File: src/acs_pkg.sv
`default_nettype none
// ----------------------------------------------------------------------------
// acs_pkg
// Shared types and constants for the alignment column statistics block.
// ----------------------------------------------------------------------------
package acs_pkg;

    // Field widths of the column and result transfers
    localparam int SYM_W   = 8;
    localparam int EDIT_W  = 17;
    localparam int SCORE_W = 18;
    localparam int MEAN_W  = 33;

    // Configuration register indexes
    localparam int CFG_IDX_W = 2;
    localparam logic [CFG_IDX_W-1:0] CFG_GAP_SYMBOL  = 2'd0;
    localparam logic [CFG_IDX_W-1:0] CFG_MATCH_CODE  = 2'd1;
    localparam logic [CFG_IDX_W-1:0] CFG_GAP_PEN_CAP = 2'd2;

    // Configuration reset values
    localparam logic [SYM_W-1:0] GAP_SYMBOL_RST  = 8'd45;
    localparam logic [SYM_W-1:0] MATCH_CODE_RST  = 8'd124;
    localparam logic [SYM_W-1:0] GAP_PEN_CAP_RST = 8'd10;

    // Controller states
    typedef enum logic [3:0] {
        ST_ACCEPT  = 4'b0001,
        ST_FINAL   = 4'b0010,
        ST_DIVIDE  = 4'b0100,
        ST_PUBLISH = 4'b1000
    } acs_state_t;

    // Controller to datapath commands
    typedef struct packed {
        logic col_en;
        logic finalize;
        logic div_step;
        logic publish;
    } acs_cmd_t;

    // Datapath to controller status
    typedef struct packed {
        logic div_done;
    } acs_status_t;

endpackage
`default_nettype wire

File: src/acs_ctrl.sv
`default_nettype none
// ----------------------------------------------------------------------------
// acs_ctrl
// Sequencer: takes columns, runs finalization and division on the last
// column, and owns the result valid flag.
// ----------------------------------------------------------------------------
module acs_ctrl (
    input  wire logic                aclk,
    input  wire logic                aresetn,
    input  wire logic                s_valid,
    input  wire logic                s_last_column,
    output logic                     s_ready,
    input  wire logic                m_ready,
    output logic                     m_valid,
    input  wire acs_pkg::acs_status_t status,
    output acs_pkg::acs_cmd_t         cmd
);
    import acs_pkg::*;

    acs_state_t state_reg, state_next;
    logic       m_valid_reg, m_valid_next;
    logic       out_free;

    assign out_free = !m_valid_reg || m_ready;

    // Next state and commands
    always_comb begin
        state_next   = state_reg;
        cmd          = '0;
        s_ready      = 1'b0;
        unique case (state_reg)
            ST_ACCEPT: begin
                s_ready    = 1'b1;
                cmd.col_en = s_valid;
                if (s_valid && s_last_column) begin
                    state_next = ST_FINAL;
                end
            end
            ST_FINAL: begin
                cmd.finalize = 1'b1;
                state_next   = ST_DIVIDE;
            end
            ST_DIVIDE: begin
                cmd.div_step = 1'b1;
                if (status.div_done) begin
                    state_next = ST_PUBLISH;
                end
            end
            ST_PUBLISH: begin
                if (out_free) begin
                    cmd.publish = 1'b1;
                    state_next  = ST_ACCEPT;
                end
            end
            default: begin
                state_next = ST_ACCEPT;
            end
        endcase
    end

    // Set valid on publish, drop it on the result transfer
    always_comb begin
        m_valid_next = m_valid_reg;
        if (cmd.publish) begin
            m_valid_next = 1'b1;
        end else if (m_ready) begin
            m_valid_next = 1'b0;
        end
    end

    always_ff @(posedge aclk) begin
        if (!aresetn) begin
            state_reg   <= ST_ACCEPT;
            m_valid_reg <= 1'b0;
        end else begin
            state_reg   <= state_next;
            m_valid_reg <= m_valid_next;
        end
    end

    assign m_valid = m_valid_reg;

endmodule
`default_nettype wire

File: src/acs_datapath.sv
`default_nettype none
// ----------------------------------------------------------------------------
// acs_datapath
// Configuration registers, saturating column counters, restoring divider
// for the mean run length, and the result register.
// ----------------------------------------------------------------------------
module acs_datapath #(
    parameter int MAX_COLUMNS   = 65536,
    parameter int FRACTION_BITS = 16
) (
    input  wire logic                              aclk,
    input  wire logic                              aresetn,
    input  wire acs_pkg::acs_cmd_t                 cmd,
    output acs_pkg::acs_status_t                   status,
    input  wire logic [acs_pkg::SYM_W-1:0]         target_symbol,
    input  wire logic [acs_pkg::SYM_W-1:0]         query_symbol,
    input  wire logic [acs_pkg::SYM_W-1:0]         midline_symbol,
    input  wire logic                              cfg_we,
    input  wire logic [acs_pkg::CFG_IDX_W-1:0]     cfg_index,
    input  wire logic [acs_pkg::SYM_W-1:0]         cfg_data,
    output logic [acs_pkg::EDIT_W-1:0]             edit_total,
    output logic signed [acs_pkg::SCORE_W-1:0]     modified_score,
    output logic [acs_pkg::MEAN_W-1:0]             mean_run_length
);
    import acs_pkg::*;

    localparam int CW  = $clog2(MAX_COLUMNS + 1);      // counter width
    localparam int SW  = CW + 1;                       // signed score width
    localparam int PW  = (CW > SYM_W) ? CW : SYM_W;    // penalty compare width
    localparam int DW  = CW + FRACTION_BITS;           // dividend width
    localparam int SCW = $clog2(DW);                   // divider step count width
    localparam logic [CW-1:0]        CMAX      = CW'(MAX_COLUMNS);
    localparam logic signed [SW:0]   SMAX      = (SW + 1)'(MAX_COLUMNS);
    localparam logic signed [SW:0]   SMIN      = -SMAX;
    localparam logic [SCW-1:0]       LAST_STEP = SCW'(DW - 1);

    // Configuration
    logic [SYM_W-1:0] gap_symbol_reg, gap_symbol_next;
    logic [SYM_W-1:0] match_code_reg, match_code_next;
    logic [SYM_W-1:0] pen_cap_reg, pen_cap_next;

    // Accumulators
    logic [CW-1:0]        open_gap_reg, open_gap_next;
    logic [CW-1:0]        edit_reg, edit_next;
    logic signed [SW-1:0] score_reg, score_next;
    logic [CW-1:0]        cur_run_reg, cur_run_next;
    logic [CW-1:0]        run_sum_reg, run_sum_next;
    logic [CW-1:0]        run_cnt_reg, run_cnt_next;

    // Divider
    logic [CW-1:0]  rem_reg, rem_next;
    logic [DW-1:0]  quo_reg, quo_next;
    logic [CW-1:0]  divisor_reg, divisor_next;
    logic [SCW-1:0] step_reg, step_next;

    // Result register
    logic [EDIT_W-1:0]         edit_out_reg, edit_out_next;
    logic signed [SCORE_W-1:0] score_out_reg, score_out_next;
    logic [MEAN_W-1:0]         mean_out_reg, mean_out_next;

    // Column decode
    logic                 is_gap, gap_ended, mismatch, is_match;
    logic [CW-1:0]        penalty;
    logic [1:0]           edit_inc;
    logic signed [SW-1:0] score_mid;
    logic [CW-1:0]        fin_sum, fin_cnt;
    logic [CW:0]          trial;
    logic                 trial_ge;

    function automatic logic [CW-1:0] sat_cnt(input logic [CW:0] s);
        return (s > {1'b0, CMAX}) ? CMAX : s[CW-1:0];
    endfunction

    function automatic logic signed [SW-1:0] sat_score(input logic signed [SW:0] v);
        logic signed [SW:0] c;
        c = v;
        if (v > SMAX) begin
            c = SMAX;
        end else if (v < SMIN) begin
            c = SMIN;
        end
        return c[SW-1:0];
    endfunction

    // Configuration writes
    always_comb begin
        gap_symbol_next = gap_symbol_reg;
        match_code_next = match_code_reg;
        pen_cap_next    = pen_cap_reg;
        if (cfg_we) begin
            unique case (cfg_index)
                CFG_GAP_SYMBOL:  gap_symbol_next = cfg_data;
                CFG_MATCH_CODE:  match_code_next = cfg_data;
                CFG_GAP_PEN_CAP: pen_cap_next    = cfg_data;
                default: begin
                end
            endcase
        end
    end

    // Classify the column and form the score steps
    always_comb begin
        is_gap    = (target_symbol == gap_symbol_reg) || (query_symbol == gap_symbol_reg);
        gap_ended = !is_gap && (open_gap_reg != '0);
        mismatch  = !is_gap && (target_symbol != query_symbol);
        is_match  = (midline_symbol == match_code_reg);
        penalty   = (PW'(open_gap_reg) < PW'(pen_cap_reg)) ? open_gap_reg : CW'(pen_cap_reg);
        edit_inc  = {1'b0, gap_ended} + {1'b0, mismatch};
        score_mid = gap_ended
                  ? sat_score($signed({score_reg[SW-1], score_reg}) - $signed({2'b00, penalty}))
                  : score_reg;
    end

    // Finalize the open match run
    always_comb begin
        fin_sum = sat_cnt({1'b0, run_sum_reg} + {1'b0, cur_run_reg});
        fin_cnt = run_cnt_reg;
        if ((cur_run_reg != '0) || (run_cnt_reg == '0)) begin
            fin_cnt = sat_cnt({1'b0, run_cnt_reg} + (CW + 1)'(1));
        end
    end

    // Accumulator updates
    always_comb begin
        open_gap_next = open_gap_reg;
        edit_next     = edit_reg;
        score_next    = score_reg;
        cur_run_next  = cur_run_reg;
        run_sum_next  = run_sum_reg;
        run_cnt_next  = run_cnt_reg;
        priority if (cmd.publish) begin
            open_gap_next = '0;
            edit_next     = '0;
            score_next    = '0;
            cur_run_next  = '0;
            run_sum_next  = '0;
            run_cnt_next  = '0;
        end else if (cmd.col_en) begin
            if (is_gap) begin
                open_gap_next = sat_cnt({1'b0, open_gap_reg} + (CW + 1)'(1));
            end else begin
                open_gap_next = '0;
                edit_next     = sat_cnt({1'b0, edit_reg} + (CW + 1)'(edit_inc));
                score_next    = sat_score({score_mid[SW-1], score_mid}
                                          + (mismatch ? -(SW + 1)'(1) : (SW + 1)'(1)));
            end
            if (is_match) begin
                cur_run_next = sat_cnt({1'b0, cur_run_reg} + (CW + 1)'(1));
            end else begin
                run_sum_next = sat_cnt({1'b0, run_sum_reg} + {1'b0, cur_run_reg});
                if (cur_run_reg != '0) begin
                    run_cnt_next = sat_cnt({1'b0, run_cnt_reg} + (CW + 1)'(1));
                end
                cur_run_next = '0;
            end
        end else begin
            // hold all counters
        end
    end

    // Restoring divider, one quotient bit per step
    always_comb begin
        trial        = {rem_reg, quo_reg[DW-1]};
        trial_ge     = (trial >= {1'b0, divisor_reg});
        rem_next     = rem_reg;
        quo_next     = quo_reg;
        divisor_next = divisor_reg;
        step_next    = step_reg;
        priority if (cmd.finalize) begin
            rem_next     = '0;
            quo_next     = DW'(fin_sum) << FRACTION_BITS;
            divisor_next = fin_cnt;
            step_next    = '0;
        end else if (cmd.div_step) begin
            rem_next  = trial_ge ? CW'(trial - {1'b0, divisor_reg}) : trial[CW-1:0];
            quo_next  = {quo_reg[DW-2:0], trial_ge};
            step_next = step_reg + SCW'(1);
        end else begin
            // hold the divider
        end
    end

    assign status.div_done = cmd.div_step && (step_reg == LAST_STEP);

    // Load the result register
    always_comb begin
        edit_out_next  = edit_out_reg;
        score_out_next = score_out_reg;
        mean_out_next  = mean_out_reg;
        if (cmd.publish) begin
            edit_out_next  = EDIT_W'(edit_reg);
            score_out_next = SCORE_W'(score_reg);
            mean_out_next  = MEAN_W'(quo_reg);
        end
    end

    always_ff @(posedge aclk) begin
        if (!aresetn) begin
            gap_symbol_reg <= GAP_SYMBOL_RST;
            match_code_reg <= MATCH_CODE_RST;
            pen_cap_reg    <= GAP_PEN_CAP_RST;
            open_gap_reg   <= '0;
            edit_reg       <= '0;
            score_reg      <= '0;
            cur_run_reg    <= '0;
            run_sum_reg    <= '0;
            run_cnt_reg    <= '0;
        end else begin
            gap_symbol_reg <= gap_symbol_next;
            match_code_reg <= match_code_next;
            pen_cap_reg    <= pen_cap_next;
            open_gap_reg   <= open_gap_next;
            edit_reg       <= edit_next;
            score_reg      <= score_next;
            cur_run_reg    <= cur_run_next;
            run_sum_reg    <= run_sum_next;
            run_cnt_reg    <= run_cnt_next;
        end
    end

    always_ff @(posedge aclk) begin
        rem_reg       <= rem_next;
        quo_reg       <= quo_next;
        divisor_reg   <= divisor_next;
        step_reg      <= step_next;
        edit_out_reg  <= edit_out_next;
        score_out_reg <= score_out_next;
        mean_out_reg  <= mean_out_next;
    end

    assign edit_total      = edit_out_reg;
    assign modified_score  = score_out_reg;
    assign mean_run_length = mean_out_reg;

endmodule
`default_nettype wire

File: src/alignment_column_statistics_top.sv
`default_nettype none
// ----------------------------------------------------------------------------
// alignment_column_statistics_top
// Alignment column statistics: edit count, modified score, mean match run.
// ----------------------------------------------------------------------------
// Usage:
//   Columns enter on the s_ channel, one transfer per cycle while s_ready is
//   high. Non-last columns only update the counters and produce no result.
//   A column with s_last_column set produces one result on the m_ channel.
//   After the last-column transfer s_ready drops while the block closes the
//   open match run, runs the one-bit-per-cycle restoring divider over DW
//   quotient bits, where DW = clog2(MAX_COLUMNS + 1) + FRACTION_BITS (33 at
//   the defaults), and then loads the result register and clears the
//   counters. m_valid rises in the cycle after that load.
//   The result register parts the two sides: columns of the next alignment
//   are taken while a result waits. If the receiver still holds the previous
//   result when the next division ends, the block waits until it is taken.
//   Configuration writes on the cfg_ channel are always accepted (cfg_ready
//   is tied high) and are meant for idle periods only.
//   Synchronous active-low reset restores register defaults (gap 45, match
//   124, cap 10), clears the column counters and drops m_valid.
// ----------------------------------------------------------------------------
module alignment_column_statistics_top #(
    parameter int MAX_COLUMNS   = 65536,
    parameter int FRACTION_BITS = 16
) (
    input  wire logic                          aclk,
    input  wire logic                          aresetn,
    input  wire logic                          s_valid,
    output logic                               s_ready,
    input  wire logic [acs_pkg::SYM_W-1:0]     s_target_symbol,
    input  wire logic [acs_pkg::SYM_W-1:0]     s_query_symbol,
    input  wire logic [acs_pkg::SYM_W-1:0]     s_midline_symbol,
    input  wire logic                          s_last_column,
    output logic                               m_valid,
    input  wire logic                          m_ready,
    output logic [acs_pkg::EDIT_W-1:0]         m_edit_total,
    output logic signed [acs_pkg::SCORE_W-1:0] m_modified_score,
    output logic [acs_pkg::MEAN_W-1:0]         m_mean_run_length,
    input  wire logic                          cfg_valid,
    output logic                               cfg_ready,
    input  wire logic [acs_pkg::CFG_IDX_W-1:0] cfg_index,
    input  wire logic [acs_pkg::SYM_W-1:0]     cfg_data
);
    import acs_pkg::*;

    acs_cmd_t    cmd;
    acs_status_t status;

    // Take configuration writes in any cycle
    assign cfg_ready = 1'b1;

    acs_ctrl u_ctrl (
        .aclk          (aclk),
        .aresetn       (aresetn),
        .s_valid       (s_valid),
        .s_last_column (s_last_column),
        .s_ready       (s_ready),
        .m_ready       (m_ready),
        .m_valid       (m_valid),
        .status        (status),
        .cmd           (cmd)
    );

    acs_datapath #(
        .MAX_COLUMNS   (MAX_COLUMNS),
        .FRACTION_BITS (FRACTION_BITS)
    ) u_datapath (
        .aclk            (aclk),
        .aresetn         (aresetn),
        .cmd             (cmd),
        .status          (status),
        .target_symbol   (s_target_symbol),
        .query_symbol    (s_query_symbol),
        .midline_symbol  (s_midline_symbol),
        .cfg_we          (cfg_valid && cfg_ready),
        .cfg_index       (cfg_index),
        .cfg_data        (cfg_data),
        .edit_total      (m_edit_total),
        .modified_score  (m_modified_score),
        .mean_run_length (m_mean_run_length)
    );

endmodule
`default_nettype wire

File: config.mk
export PLATFORM = sky130hd
export DESIGN_NAME = alignment_column_statistics_top
export DESIGN_NICKNAME = d
export VERILOG_FILES = /design/src/acs_pkg.sv /design/src/acs_ctrl.sv /design/src/acs_datapath.sv /design/src/alignment_column_statistics_top.sv
export SDC_FILE = /design/constraint.sdc
export NUM_CORES = 1
export LEC_CHECK = 0
export ABC_CLOCK_PERIOD_IN_PS = 7850
export BUFFER_PORTS_ARGS = -buffer_cell sky130_fd_sc_hd__buf_2
export CORE_ASPECT_RATIO = 1.4
export CORE_UTILIZATION = 31
export DETAILED_ROUTE_END_ITERATION = 6
export GPL_TIMING_DRIVEN = 0
export PLACE_DENSITY_LB_ADDON = 0.2
export SKIP_LAST_GASP = 1
export SYNTH_ARGS = -nofsm -noshare
export SYNTH_HDL_FRONTEND = slang
export SYNTH_SLANG_ARGS = --single-unit
File: constraint.sdc
create_clock -name aclk -period 7.85 [get_ports aclk]
set_clock_uncertainty 0.15 [all_clocks]
set_input_delay 1.57 -clock aclk [delete_from_list [all_inputs] [get_ports aclk]]
set_output_delay 1.57 -clock aclk [all_outputs]
set_load 0.05 [all_outputs]
### Word-level counts from Yosys, hierarchy flattened

Index checks and enable logic that the tools add are counted.

| word-level totals | value |
|---|---|
| flip-flop bits (word level) | 273 |
| latch bits | 0 |
| RAM bits | 0 |
| bits in read-only memories | 0 |
| input bits | 40 |
| output and inout port bits | 71 |
| word-level logic and storage cells | 110 |
| memories | 0 |

| cells by class | value |
|---|---|
| add/subtract/negate cells | 10 |
| $mul | 0 |
| divide/modulo/power cells | 0 |
| order comparisons | 11 |
| equality and inequality tests | 14 |
| shifts and indexed selects | 0 |
| mux-type cells | 30 |
| bitwise gates (word level) | 3 |
| reduce and logical (&&, ||, !) cells | 23 |

Operator list:

| operator | count |
|---|---|
| $mux W17 | 10 |
| $gt A18 B17 Y1 const B | 5 |
| $mux W18 | 5 |
| $mux W33 | 2 |
| $add A17 B1 Y18 const B | 3 |
| $gt A19 B18 Y1 const B | 2 |
| $lt A19 B17 Y1 const B | 2 |
| $reduce_bool A17 Y1 | 2 |
| $eq A8 B8 Y1 | 3 |
| $add A19 B19 Y19 | 1 |
| $mux W19 | 1 |
| $sub A18 B18 Y19 | 1 |
| $add A17 B17 Y18 | 1 |
| $add A17 B2 Y18 | 1 |
| $ge A18 B17 Y1 | 1 |
| $logic_not A17 Y1 | 1 |
| $lt A17 B8 Y1 | 1 |
| $sub A17 B17 Y17 | 1 |
| $pmux W4 S4 | 1 |
| $mux W4 | 3 |
| $reduce_and A2 Y1 | 5 |
| $mux W1 | 8 |
| $ne A8 B8 Y1 | 1 |
| $add A6 B1 Y6 const B | 1 |
| 18 further kinds | 29 |

### Depth between registers and ports, before layout

Gate-level depths: netlist of run 1.

| depth | value |
|---|---|
| depth after elaboration | 11 |
| gate-level depth with buffers | 43 |

### Cells and area by module

Synthesis of run 1 repeated with hierarchy kept, for this count alone.

| unflattened totals | value |
|---|---|
| cell total of the unflattened synthesis | 1,863 |
| area total of the unflattened synthesis | 16,255.6 um^2 |

By module, submodules not included:

| module | instances | cells each | area each (um^2) |
|---|---|---|---|
| acs_datapath | 1 | 1,835 | 15,944.0 |
| acs_ctrl | 1 | 26 | 300.3 |
| alignment_column_statistics_top | 1 | 2 | 11.3 |

### Least setup slack after synthesis of run 1

OpenSTA, ideal clock, no wires.

| timing path | value |
|---|---|
| path kind | reg2reg |
| start point | reg u_datapath.open_gap_reg[1] |
| end point | reg u_datapath.score_reg[3] |
| data arrival time | 8.008 ns |
| required time | 7.617 ns |
| path slack | -0.391 ns |
| cell stages (with the launch flop) | 41 |
| path buffers | 3 |
| cells stage by stage | dfxtp_1 > ha_1 > a21boi_0 > o21ai_0 > nand2b_1 > a21oi_1 > nor2b_1 > o21ai_0 > nand2b_1 > a21oi_1 > nor3b_1 > or3_1 > clkbuf_1 > mux2_2 > ha_1 > inv_1 > fa_1 > a211oi_2 > [5 not listed] > nand3_1 > nor3_1 > a31o_2 > clkbuf_1 > a22o_1 > ha_1 > a21o_1 > a21oi_1 > o21bai_1 > a211oi_1 > o31ai_1 > a31oi_1 > o21ai_0 > or3_1 > a211o_1 > mux2_4 > buf_8 > o31ai_4 |

| on the way | value |
|---|---|
| cells in the longest elaborated chain, start to end | 11 |
| elaborated cells between the ends (all ways) | 15 |

Ends and longest elaborated chain:

| item | line | RTL |
|---|---|---|
| start, declared | acs_datapath.sv:43 | `logic [CW-1:0] open_gap_reg, open_gap_next;` |
| start signal, assigned | acs_datapath.sv:212 | `open_gap_reg <= open_gap_next;` |
| $lt A17 B8 Y1 | acs_datapath.sv:107 | `penalty = (PW'(open_gap_reg) < PW'(pen_cap_reg)) ? open_gap_reg : CW'(pen_cap_reg);` |
| $mux W17 | acs_datapath.sv:107 |  |
| $sub A18 B18 Y19 | acs_datapath.sv:110 | `? sat_score($signed({score_reg[SW-1], score_reg}) - $signed({2'b00, penalty}))` |
| $lt A19 B17 Y1 | acs_datapath.sv:79 | `end else if (v < SMIN) begin` |
| $mux W18 | acs_datapath.sv:79 |  |
| $mux W18 | acs_datapath.sv:77 | `if (v > SMAX) begin` |
| $mux W18 * | acs_datapath.sv:110 |  |
| $add A19 B19 Y19 * | acs_datapath.sv:145 | `+ (mismatch ? -(SW + 1)'(1) : (SW + 1)'(1)));` |
| $lt A19 B17 Y1 | acs_datapath.sv:79 |  |
| $mux W18 | acs_datapath.sv:79 |  |
| $mux W18 * | acs_datapath.sv:77 |  |
| end signal, assigned | acs_datapath.sv:214 | `score_reg <= score_next;` |
| end, declared | acs_datapath.sv:45 | `logic signed [SW-1:0] score_reg, score_next;` |

Mark *: on every way between the ends. The rest lies on a longest branch, timed or not.
A chain may end at the register's enable or synchronous reset.

### Final worst setup path of run 1

| timing path | value |
|---|---|
| start point | reg u_datapath.pen_cap_reg[1] |
| end point | reg u_datapath.score_reg[7] |

| on the way | value |
|---|---|
| cells in the longest elaborated chain, start to end | 11 |
| elaborated cells between the ends (all ways) | 13 |

Ends and longest elaborated chain:

| item | line | RTL |
|---|---|---|
| start, declared | acs_datapath.sv:40 | `logic [SYM_W-1:0] pen_cap_reg, pen_cap_next;` |
| start signal, assigned | acs_datapath.sv:211 | `pen_cap_reg <= pen_cap_next;` |
| $lt A17 B8 Y1 | acs_datapath.sv:107 |  |
| $mux W17 * | acs_datapath.sv:107 |  |
| $sub A18 B18 Y19 * | acs_datapath.sv:110 |  |
| $lt A19 B17 Y1 | acs_datapath.sv:79 |  |
| $mux W18 | acs_datapath.sv:79 |  |
| $mux W18 * | acs_datapath.sv:77 |  |
| $mux W18 * | acs_datapath.sv:110 |  |
| $add A19 B19 Y19 * | acs_datapath.sv:145 |  |
| $lt A19 B17 Y1 | acs_datapath.sv:79 |  |
| $mux W18 | acs_datapath.sv:79 |  |
| $mux W18 * | acs_datapath.sv:77 |  |

Marks and branches as above.

==> results of run 1 <==
[logic make-up after synthesis]
| family | after synthesis | synth area share [%] |
|---|---|---|
| and+or+nand+nor | 608 | 19.2 |
| AOI/OAI and AO/OA | 479 | 20.0 |
| DFF | 273 | 41.0 |
| buffers and inverters | 152 | 3.80 |
| xor gates and xnor gates | 100 | 5.53 |
| adders and majority gates | 92 | 7.50 |
| muxes | 45 | 2.91 |
| other | 1 | 0.0237 |
[per-layer routing]
metal	up-vias	track usage (%)
li1	6780	-
met1	6392	18.2
met2	243	30.7
met3	79	1.71
met4	2	5.80
met5	-	0
[cell type report]
class                      instances  area [sq um]
fill                            5167         31300
multi-input combinational       1334          9130
sequential                       273          6490
timing repair buffer             151           905
tap                              643           805
clock buffer                      31           753
buffer                            79           333
clock inverter                    23           277
inverter                          70           265
antenna                            1          2.50
[cell usage in the layout, fill, tap and decap left out, types with 7 or more instances in the layout]
cell type and instances:
a21boi_0 8, nor2_1 156, a21oi_1 106, o21ai_0 140, nand3_1 51, o31ai_1 18
inv_1 67, xnor2_1 43, a21o_1 17, o21a_1 11, nor2b_1 25, clkbuf_16 29
mux2i_1 37, nand3b_1 9, buf_4 39, buf_2 119, nand2_1 141, dfxtp_1 169
a21oi_2 7, ha_1 82, a31oi_1 19, nand2b_1 17, and3_1 26, edfxtp_1 102
nor4_1 33, o21ai_1 7, xor2_1 57, inv_6 7, and2_1 14, a22o_1 62
nor3b_1 19, or3_1 20, conb_1 10, clkbuf_1 65, nor4b_1 7, nor3_1 43
nand4_1 14, o31ai_4 7
[power by group]
group / switching (mW) / internal (mW) / leakage (nW)
sequential: 0.0635 / 1.56 / 2.33
combinational: 0.807 / 0.508 / 4.57
clock: 0.625 / 0.845 / 0.496
total: 1.50 / 2.92 / 7.40
[per-stage QoR]
step,cells,hold slack (ns),TNS [ns],power (mW),utilization (%)
6_report,2605,0.307,-6.23,4.41,37.7
5_1_grt,2605,0.321,-11.63,4.66,37.7
4_1_cts,2587,0.304,-8.52,4.44,37.2
3_5_place_dp,2513,0.290,-19.92,2.77,34.4
3_3_place_gp,2511,0.282,-33.39,2.76,34.3
2_1_floorplan,1759,0.256,0,2.47,-
[worst max-delay path: cells and delay by family (launching register included)]
family,cells,cell delay (ns)
AOI/OAI and AO/OA,22,4.02
adders and majority gates,4,0.92
buffers and inverters,4,0.43
DFF,1,0.33
muxes,2,0.57
and+or+nand+nor,8,1.78
[worst max path at each step]
stage,start,end,slack [ns],depth (start not counted)
2_1_floorplan,u_datapath.open_gap_reg[1],u_datapath.score_reg[3],0.03,40
3_3_place_gp,s_query_symbol[0],u_datapath.edit_reg[0],-1.12,20
3_5_place_dp,u_datapath.open_gap_reg[1],u_datapath.score_reg[10],-1.25,40
4_1_cts,u_datapath.open_gap_reg[1],u_datapath.score_reg[0],-0.58,40
5_1_grt,u_datapath.pen_cap_reg[1],u_datapath.score_reg[15],-0.77,43
6_report,u_datapath.pen_cap_reg[1],u_datapath.score_reg[7],-0.43,40
[repair_timing]
| item | 4_1_cts | 5_1_grt |
|---|---|---|
| setup buffers | 21 | 20 |
| endpoints found under the setup margin | 18 | 18 |
| pin swaps | 31 | 34 |
| resized for setup | 41 | 27 |
| cloned | 1 | 0 |
==> qor.txt, run 1 <==
period utilization - 106%
met2 wire len - 22800 microns
share of cells above drive strength 1 - 15.2%
total global routing overflow - 0
post-synthesis sequential area ratio - 41.0%
Min-Delay Path Class - flip-flop to flip-flop
routability congestion estimate - 0.861
Clock Pin Slew Worst Setup and Hold Paths - 0.07 ns
failing checks - design-rule violations, negative setup slack
residual DRC count - 19
CP max stage delay - 0.60 ns
leading post-synthesis cells by cell area - dfxtp_1, edfxtp_1, ha_1
YS warnings - 0
mapped cell area - 15800 sq um
LEAKAGE - 7.40 nW
maximum root-to-sink buffer count - 3
DR pass1 iterations - 7
Hold Buf Count CTS - 0
DR vias/cell - 5.18
crit path DAT - 8.64 ns
Detail Placement HPWL - 31600 microns
vias - 13496
first-pass GRT wire length - 68400 microns
Setup CP Type - flip-flop to flip-flop
Hold Crit Depth - 0
synthesized flop and latch total - 273
Top Metal Used - met5
pwr/cell area - 233 nW/um^2
Synth cell types - 86
Initial Util - 31.5%
Final nets - 2070
Cells after Synth - 1750
TritonCTS clock tree - yes
Critical Path RT - 8.21 ns
Initial DRC Count - 412
DR WL/cell - 16.4 microns
worst reg2reg path depth - 40
met3 routed WL - 1250 microns
share of synthesized registers carrying an async set or reset - 0%
H-tree lvl count - 1
Final Max Slew Viols - 0
wl on met1 - 17400 microns
IO buf count - 109
Layout area overhead - 19.7%
min-delay src - u_datapath.edit_reg[12]
Critical Path Start Type - flip-flop
CP endpoint kind - flip-flop
GRT Total Usage - 16.2%
Max Cap Viol - 0
Period minus WS final - 8.28 ns
Core ar. - 50200 sq um
FMAX - 121 MHz
clock sinks - 273
most frequent cell after synthesis - dfxtp_1
CP max stage cell - or4_4
Max-slew headroom - 17.1%
initial antenna violation count - 2
Row Count - 97
Peak supply drop - 144 uV
setup ws final - -0.433 ns
worst slack, placed - -1.25 ns
worst slew pin tran - 1.24 ns
Post-synth top cells - dfxtp_1, nor2_1, o21ai_0
Synth top area share - 21.6%
vias in the first global route - 13428
hold endpoint - u_datapath.edit_total[12]
status - complete, but fails checks
final hold vios - 0
Skew-Pair Late Insertion Delay - 0.58 ns
Post-Route WL - 42700 microns
Final ANT Viol Nets - 0
Post-Syn Area per Cell - 9.05 sq um
r2r startpoint - u_datapath.pen_cap_reg[1]
RSZ-0062 raised after global routing - yes
fin area - 19000 sq um
root buffer cell - clkbuf_16
Placed Area - 17300 sq um
reg2reg end - u_datapath.score_reg[7]
Die ar. - 52000 sq um
CTS buffer count - 29
ys flop type - dfxtp_1
die span in y - 269 microns
Synth area leader - dfxtp_1
flop-to-flop setup slack - -0.43 ns
number of synthesized flops with an enable pin - 102
I/O pin total - 111
Die W - 193 microns
largest net degree at the start of global routing - 36
worst-path maximum fanout - 6
Final setup viols - 16
No activity file was read; power rests on OpenSTA's default activity.
==> run 2, diff against run 1 <==
--- a/config.mk
+++ b/config.mk
@@ -11,7 +11,7 @@
 export CORE_UTILIZATION = 31
 export DETAILED_ROUTE_END_ITERATION = 6
 export GPL_TIMING_DRIVEN = 0
-export PLACE_DENSITY_LB_ADDON = 0.2
+export PLACE_DENSITY_LB_ADDON = 0.15
 export SKIP_LAST_GASP = 1
 export SYNTH_ARGS = -nofsm -noshare
 export SYNTH_HDL_FRONTEND = slang
==> qor.txt, run 2 (synthesis gave the netlist of run 1 again) <==
Final Max Slew Viols - 0 (unchanged)
I/O pin total - 111 (unchanged)
clock sinks - 273 (unchanged)
setup ws final - -0.391 ns (was -0.433 ns)
worst slew pin tran - 1.17 ns (was 1.24 ns)
H-tree lvl count - 1 (unchanged)
min-delay src - u_datapath.edit_reg[12] (unchanged)
footprint of the multi-input gates - 9170 sq um (was 9130 sq um)
GRT Total Usage - 16.7% (was 16.2%)
Power Total - 4.57 mW (was 4.41 mW)
Critical Path Start Type - flip-flop (unchanged)
Bufs and invs on worst path - 5 (was 4)
Final setup viols - 16 (unchanged)
CTS buffer count - 31 (was 29)
RSZ-0062 raised after global routing - yes (unchanged)
total global routing overflow - 0 (unchanged)
CP max stage delay - 0.58 ns (was 0.60 ns)
Final ANT Viol Nets - 0 (unchanged)
Placed Area - 17300 sq um (unchanged)
first-pass GRT wire length - 70000 microns (was 68400 microns)
IO buf count - 109 (unchanged)
DR pass1 iterations - 7 (unchanged)
failing checks - design-rule violations, negative setup slack (unchanged)
crit path from - u_datapath.pen_cap_reg[1] (unchanged)
largest net degree at the start of global routing - 36 (unchanged)
DR WL/cell - 16.7 microns (was 16.4 microns)
Min-Delay Path Class - flip-flop to flip-flop (unchanged)
most frequent cells in the layout - dfxtp_1, nor2_1, nand2_1 (unchanged)
delay-heaviest family, CP - compound AO/OA/AOI/OAI gates (unchanged)
most frequent CP cell - a21oi_2
Die ar. - 52000 sq um (unchanged)
Period minus WS final - 8.24 ns (was 8.28 ns)
Setup CP Type - flip-flop to flip-flop (unchanged)
Critical Path RT - 8.23 ns (was 8.21 ns)
Max-slew headroom - 22.1% (was 17.1%)
initial antenna violation count - 0 (was 2)
residual DRC count - 8 (was 19)
r2r startpoint - u_datapath.pen_cap_reg[1] (unchanged)
flop-to-flop setup slack - -0.39 ns (was -0.43 ns)
Filler cells - 5102 (was 5167)
Initial DRC Count - 557 (was 412)
pwr/cell area - 239 nW/um^2 (was 233 nW/um^2)
FF+latch area - 6490 sq um (unchanged)
Skew-Pair Late Insertion Delay - 0.61 ns (was 0.58 ns)
Final nets - 2071 (was 2070)
CP max stage cell - or4_4 (unchanged)
antenna cells - 0 (was 1)
Die W - 193 microns (unchanged)
FMAX - 121 MHz (about the same)
Clock Pin Slew Worst Setup and Hold Paths - 0.06 ns (was 0.07 ns)
setup_tns - -5.57 ns (was -6.23 ns)
worst-path maximum fanout - 5 (was 6)
root buffer cell - clkbuf_16 (unchanged)
status - complete, but fails checks (unchanged)
reg2reg end - u_datapath.score_reg[15] (was u_datapath.score_reg[7])
TritonCTS clock tree - yes (unchanged)
Initial Util - 31.5% (unchanged)
vias - 13494 (was 13496)
crit path capture - u_datapath.score_reg[15] (was u_datapath.score_reg[7])
period utilization - 105% (was 106%)
routability congestion estimate - 0.877 (was 0.861)
Core ar. - 50200 sq um (unchanged)
vias in the first global route - 13405 (was 13428)
crit path DAT - 8.62 ns (was 8.64 ns)
fin area - 19100 sq um (was 19000 sq um)
die span in y - 269 microns (unchanged)
worst reg2reg path depth - 40 (unchanged)
critical path depth - 40 (unchanged)
Layout area overhead - 20.4% (was 19.7%)
Peak supply drop - 178 uV (was 144 uV)
Detail Placement HPWL - 32500 microns (was 31600 microns)
final hold vios - 0 (unchanged)
Max Cap Viol - 0 (unchanged)
Row Count - 97 (unchanged)
share of cells above drive strength 1 - 15.3% (was 15.2%)
WHS - 0.279 ns (was 0.307 ns)
DR vias/cell - 5.18 (about the same)
LEAKAGE - 7.45 nW (was 7.40 nW)
maximum root-to-sink buffer count - 3 (unchanged)
CP endpoint kind - flip-flop (unchanged)
commonest non-fill, non-tap cell in the layout - dfxtp_1 (unchanged)
Post-Route WL - 43700 microns (was 42700 microns)
run 2: cell count changes in the layout (fill, tap and decap cells not counted), moves of 3 or more:
cell	previous run	this run
buf_4	39	36
a2bb2oi_2	3	0
buf_6	1	4
clkinv_2	3	6
a2bb2oi_1	3	6
inv_6	7	2
clkbuf_1	65	68
run 2: how the worst min path moves through the flow:
| stage | endpoint | slack [ns] | depth (start not counted) |
|---|---|---|---|
| after floorplan | u_datapath.edit_total[12] | 0.26 | 0 |
| after global placement | u_datapath.edit_total[12] | 0.28 | 0 |
| after detailed placement | u_datapath.edit_total[12] | 0.27 | 0 |
| after CTS | u_datapath.edit_total[12] | 0.28 | 0 |
| after global routing | u_datapath.edit_total[12] | 0.31 | 0 |
| final | u_datapath.edit_total[12] | 0.28 | 0 |
run 2: routing by layer:
layer | part of all wire, % | track usage (%)
met1 | 40 | 18.7
met2 | 53 | 31.4
met3 | 3.0 | 1.78
met4 | 3.7 | 6.78
met5 | 0 | 0
run 2: repair_timing:
| action | 4_1_cts | 5_1_grt |
|---|---|---|
| buffers inserted | 24 | 15 |
| hold buffers | 0 | 0 |
| cloned | 1 | 0 |
| pin swaps | 27 | 49 |
| gates resized for setup | 32 | 42 |
| setup endpoints to repair | 18 | 18 |
run 2: worst reg2reg max path: cells and delay by family, from the launching register on:
| kind | cells | cell delay (ns) |
|---|---|---|
| fa+ha+maj | 4 | 0.99 |
| simple gates | 8 | 1.76 |
| mux | 2 | 0.59 |
| flops | 1 | 0.32 |
| buf+inv | 5 | 0.56 |
| compound gates | 21 | 3.80 |
run 2: final cells by class:
type	count	share of cell area [%]
multi-input cells	1334	48.1
flip-flops and latches	273	34.0
repair buffers	150	4.76
well taps	643	4.22
clock buffers	35	4.20
plain buffers	79	1.74
clock inverters	23	1.57
inverters	70	1.39
run 2: stage by stage:
step / setup slack [ns] / std cells / util (%)
floorplan: 0.0254 / 1759 / -
global placement: -1.19 / 2511 / 34.3
detailed placement: -1.21 / 2513 / 34.4
CTS: -0.601 / 2594 / 37.3
global route: -0.772 / 2607 / 38.0
finish: -0.391 / 2607 / 38.0
run 2: report_power, final:
| group | internal, mW | switching, mW | total (mW) |
|---|---|---|---|
| Combinational | 0.547 | 0.813 | 1.36 |
| Sequential | 1.56 | 0.0645 | 1.63 |
| Clock | 0.937 | 0.640 | 1.58 |
| Total | 3.05 | 1.52 | 4.57 |
==> run 3, diff against run 2 <==
--- a/config.mk
+++ b/config.mk
@@ -11,7 +11,6 @@
 export CORE_UTILIZATION = 31
 export DETAILED_ROUTE_END_ITERATION = 6
 export GPL_TIMING_DRIVEN = 0
-export PLACE_DENSITY_LB_ADDON = 0.15
 export SKIP_LAST_GASP = 1
 export SYNTH_ARGS = -nofsm -noshare
 export SYNTH_HDL_FRONTEND = slang
==> qor.txt, run 3 (synthesis gave the netlist of run 1 again) <==
Final setup viols - 17 (was 16)
period utilization - 105% (about the same)
Final ANT Viol Nets - 0 (unchanged)
Initial Util - 31.5% (unchanged)
LEAKAGE - 7.33 nW (was 7.45 nW)
crit path DAT - 8.58 ns (was 8.62 ns)
Power Total - 4.40 mW (was 4.57 mW)
Bufs and invs on worst path - 3 (was 5)
DR pass1 iterations - 7 (unchanged)
routability congestion estimate - 0.880 (was 0.877)
I/O pin total - 111 (unchanged)
clock sinks - 273 (unchanged)
setup ws final - -0.370 ns (was -0.391 ns)
pwr/cell area - 233 nW/um^2 (was 239 nW/um^2)
Skew-Pair Late Insertion Delay - 0.58 ns (was 0.61 ns)
Max Cap Viol - 0 (unchanged)
DR WL/cell - 16.0 microns (was 16.7 microns)
Period minus WS final - 8.22 ns (was 8.24 ns)
Final nets - 2058 (was 2071)
CP max stage cell - or4_4 (unchanged)
CP max stage delay - 0.51 ns (was 0.58 ns)
Row Count - 97 (unchanged)
Filler cells - 5054 (was 5102)
vias in the first global route - 13222 (was 13405)
Die W - 193 microns (unchanged)
Initial DRC Count - 623 (was 557)
met2 wire len - 22500 microns (was 23200 microns)
die span in y - 269 microns (unchanged)
worst reg2reg path depth - 40 (unchanged)
IO buf count - 109 (unchanged)
Max-slew headroom - 17.9% (was 22.1%)
fin area - 18900 sq um (was 19100 sq um)
share of cells above drive strength 1 - 14.3% (was 15.3%)
final hold vios - 0 (unchanged)
CTS buffer count - 29 (was 31)
r2r startpoint - u_datapath.pen_cap_reg[1] (unchanged)
critical path depth - 40 (unchanged)
most frequent cells in the layout - dfxtp_1, nor2_1, nand2_1 (unchanged)
min-delay src - u_datapath.edit_reg[12] (unchanged)
vias - 13602 (was 13494)
Core ar. - 50200 sq um (unchanged)
Layout area overhead - 19.1% (was 20.4%)
setup_tns - -5.04 ns (was -5.57 ns)
failing checks - design-rule violations, negative setup slack (unchanged)
final core utilization - 37.5% (was 38.0%)
GRT Total Usage - 15.6% (was 16.7%)
status - complete, but fails checks (unchanged)
Hold Crit Depth - 0 (unchanged)
antenna cells - 0 (unchanged)
Setup CP Type - flip-flop to flip-flop (unchanged)
initial antenna violation count - 0 (unchanged)
Die ar. - 52000 sq um (unchanged)
Critical Path RT - 8.21 ns (was 8.23 ns)
Final Max Slew Viols - 0 (unchanged)
RSZ-0062 raised after global routing - yes (unchanged)
first-pass GRT wire length - 66500 microns (was 70000 microns)
residual DRC count - 9 (was 8)
Hold Buf Count CTS - 0 (unchanged)
Peak supply drop - 139 uV (was 178 uV)
root buffer cell - clkbuf_16 (unchanged)
Min-Delay Path Class - flip-flop to flip-flop (unchanged)
worst-path maximum fanout - 5 (unchanged)
met3 routed WL - 1250 microns (was 1320 microns)
largest net degree at the start of global routing - 69 (was 36)
wl on met1 - 16500 microns (was 17600 microns)
crit path from - u_datapath.pen_cap_reg[1] (unchanged)
delay-heaviest family, CP - compound AO/OA/AOI/OAI gates (unchanged)
Post-Route WL - 41400 microns (was 43700 microns)
Detail Placement HPWL - 30700 microns (was 32500 microns)
total global routing overflow - 0 (unchanged)
Placed Area - 17300 sq um (about the same)
Clock Pin Slew Worst Setup and Hold Paths - 0.06 ns (about the same)
H-tree lvl count - 1 (unchanged)
Top Metal Used - met4 (unchanged)
maximum root-to-sink buffer count - 3 (unchanged)
FMAX - 122 MHz (was 121 MHz)
worst slew pin tran - 1.23 ns (was 1.17 ns)
CP endpoint kind - flip-flop (unchanged)
DR vias/cell - 5.25 (was 5.18)
TritonCTS clock tree - yes (unchanged)
Critical Path Start Type - flip-flop (unchanged)
commonest non-fill, non-tap cell in the layout - dfxtp_1 (unchanged)
-- run 3: worst reg2reg max path: cells and delay by family (launching register included) --
family	cells	cell delay (ns)
AO/OA/AOI/OAI	17	3.10
AND/OR/NAND/NOR	13	2.65
multiplexers	2	0.58
flip-flops	1	0.33
adder cells (fa/ha/maj)	4	0.91
buffers and inverters	3	0.27
XOR/XNOR	1	0.15
-- run 3: path summary, 6_finish.rpt --
kind,end,slack [ns]
worst max-delay path,u_datapath.score_reg[5],-0.37
worst min register to register,u_datapath.edit_total[12],0.28
worst min-delay path,u_datapath.edit_total[12],0.28
worst max register to register,u_datapath.score_reg[5],-0.37
-- run 3: final cells by class --
type,count,area [sq um],share of cell area (%)
buffer,79,333,1.76
clock buffer,37,796,4.22
tap,643,805,4.27
multi-input combinational,1334,9140,48.4
sequential,273,6490,34.4
timing repair buffer,139,813,4.31
inverter,70,265,1.41
clock inverter,17,220,1.17
-- run 3: routing by layer --
layer,vias to the layer above,track usage [%]
li1,6766,-
met1,6474,17.5
met2,294,29.8
met3,68,1.43
met4,0,5.57
met5,-,0
-- run 3: what timing repair did --
item | CTS | global route
gates resized for setup | 40 | 28
gates cloned | 1 | 0
setup endpoints to repair | 18 | 18
setup buffers | 18 | 10
pin swaps | 29 | 37
-- run 3: metrics by stage --
step,setup WS (ns),hold slack (ns),cells
floorplan,0.0254,0.256,1759
global placement,-0.993,0.279,2511
detailed placement,-1.09,0.269,2512
CTS,-0.491,0.283,2583
global route,-0.735,0.288,2592
finish,-0.370,0.279,2592
-- run 3: where the power goes --
group | switching [mW] | internal [mW] | total (mW)
combinational | 0.809 | 0.508 | 1.32
sequential | 0.0626 | 1.56 | 1.63
clock | 0.603 | 0.856 | 1.46
total | 1.47 | 2.93 | 4.40
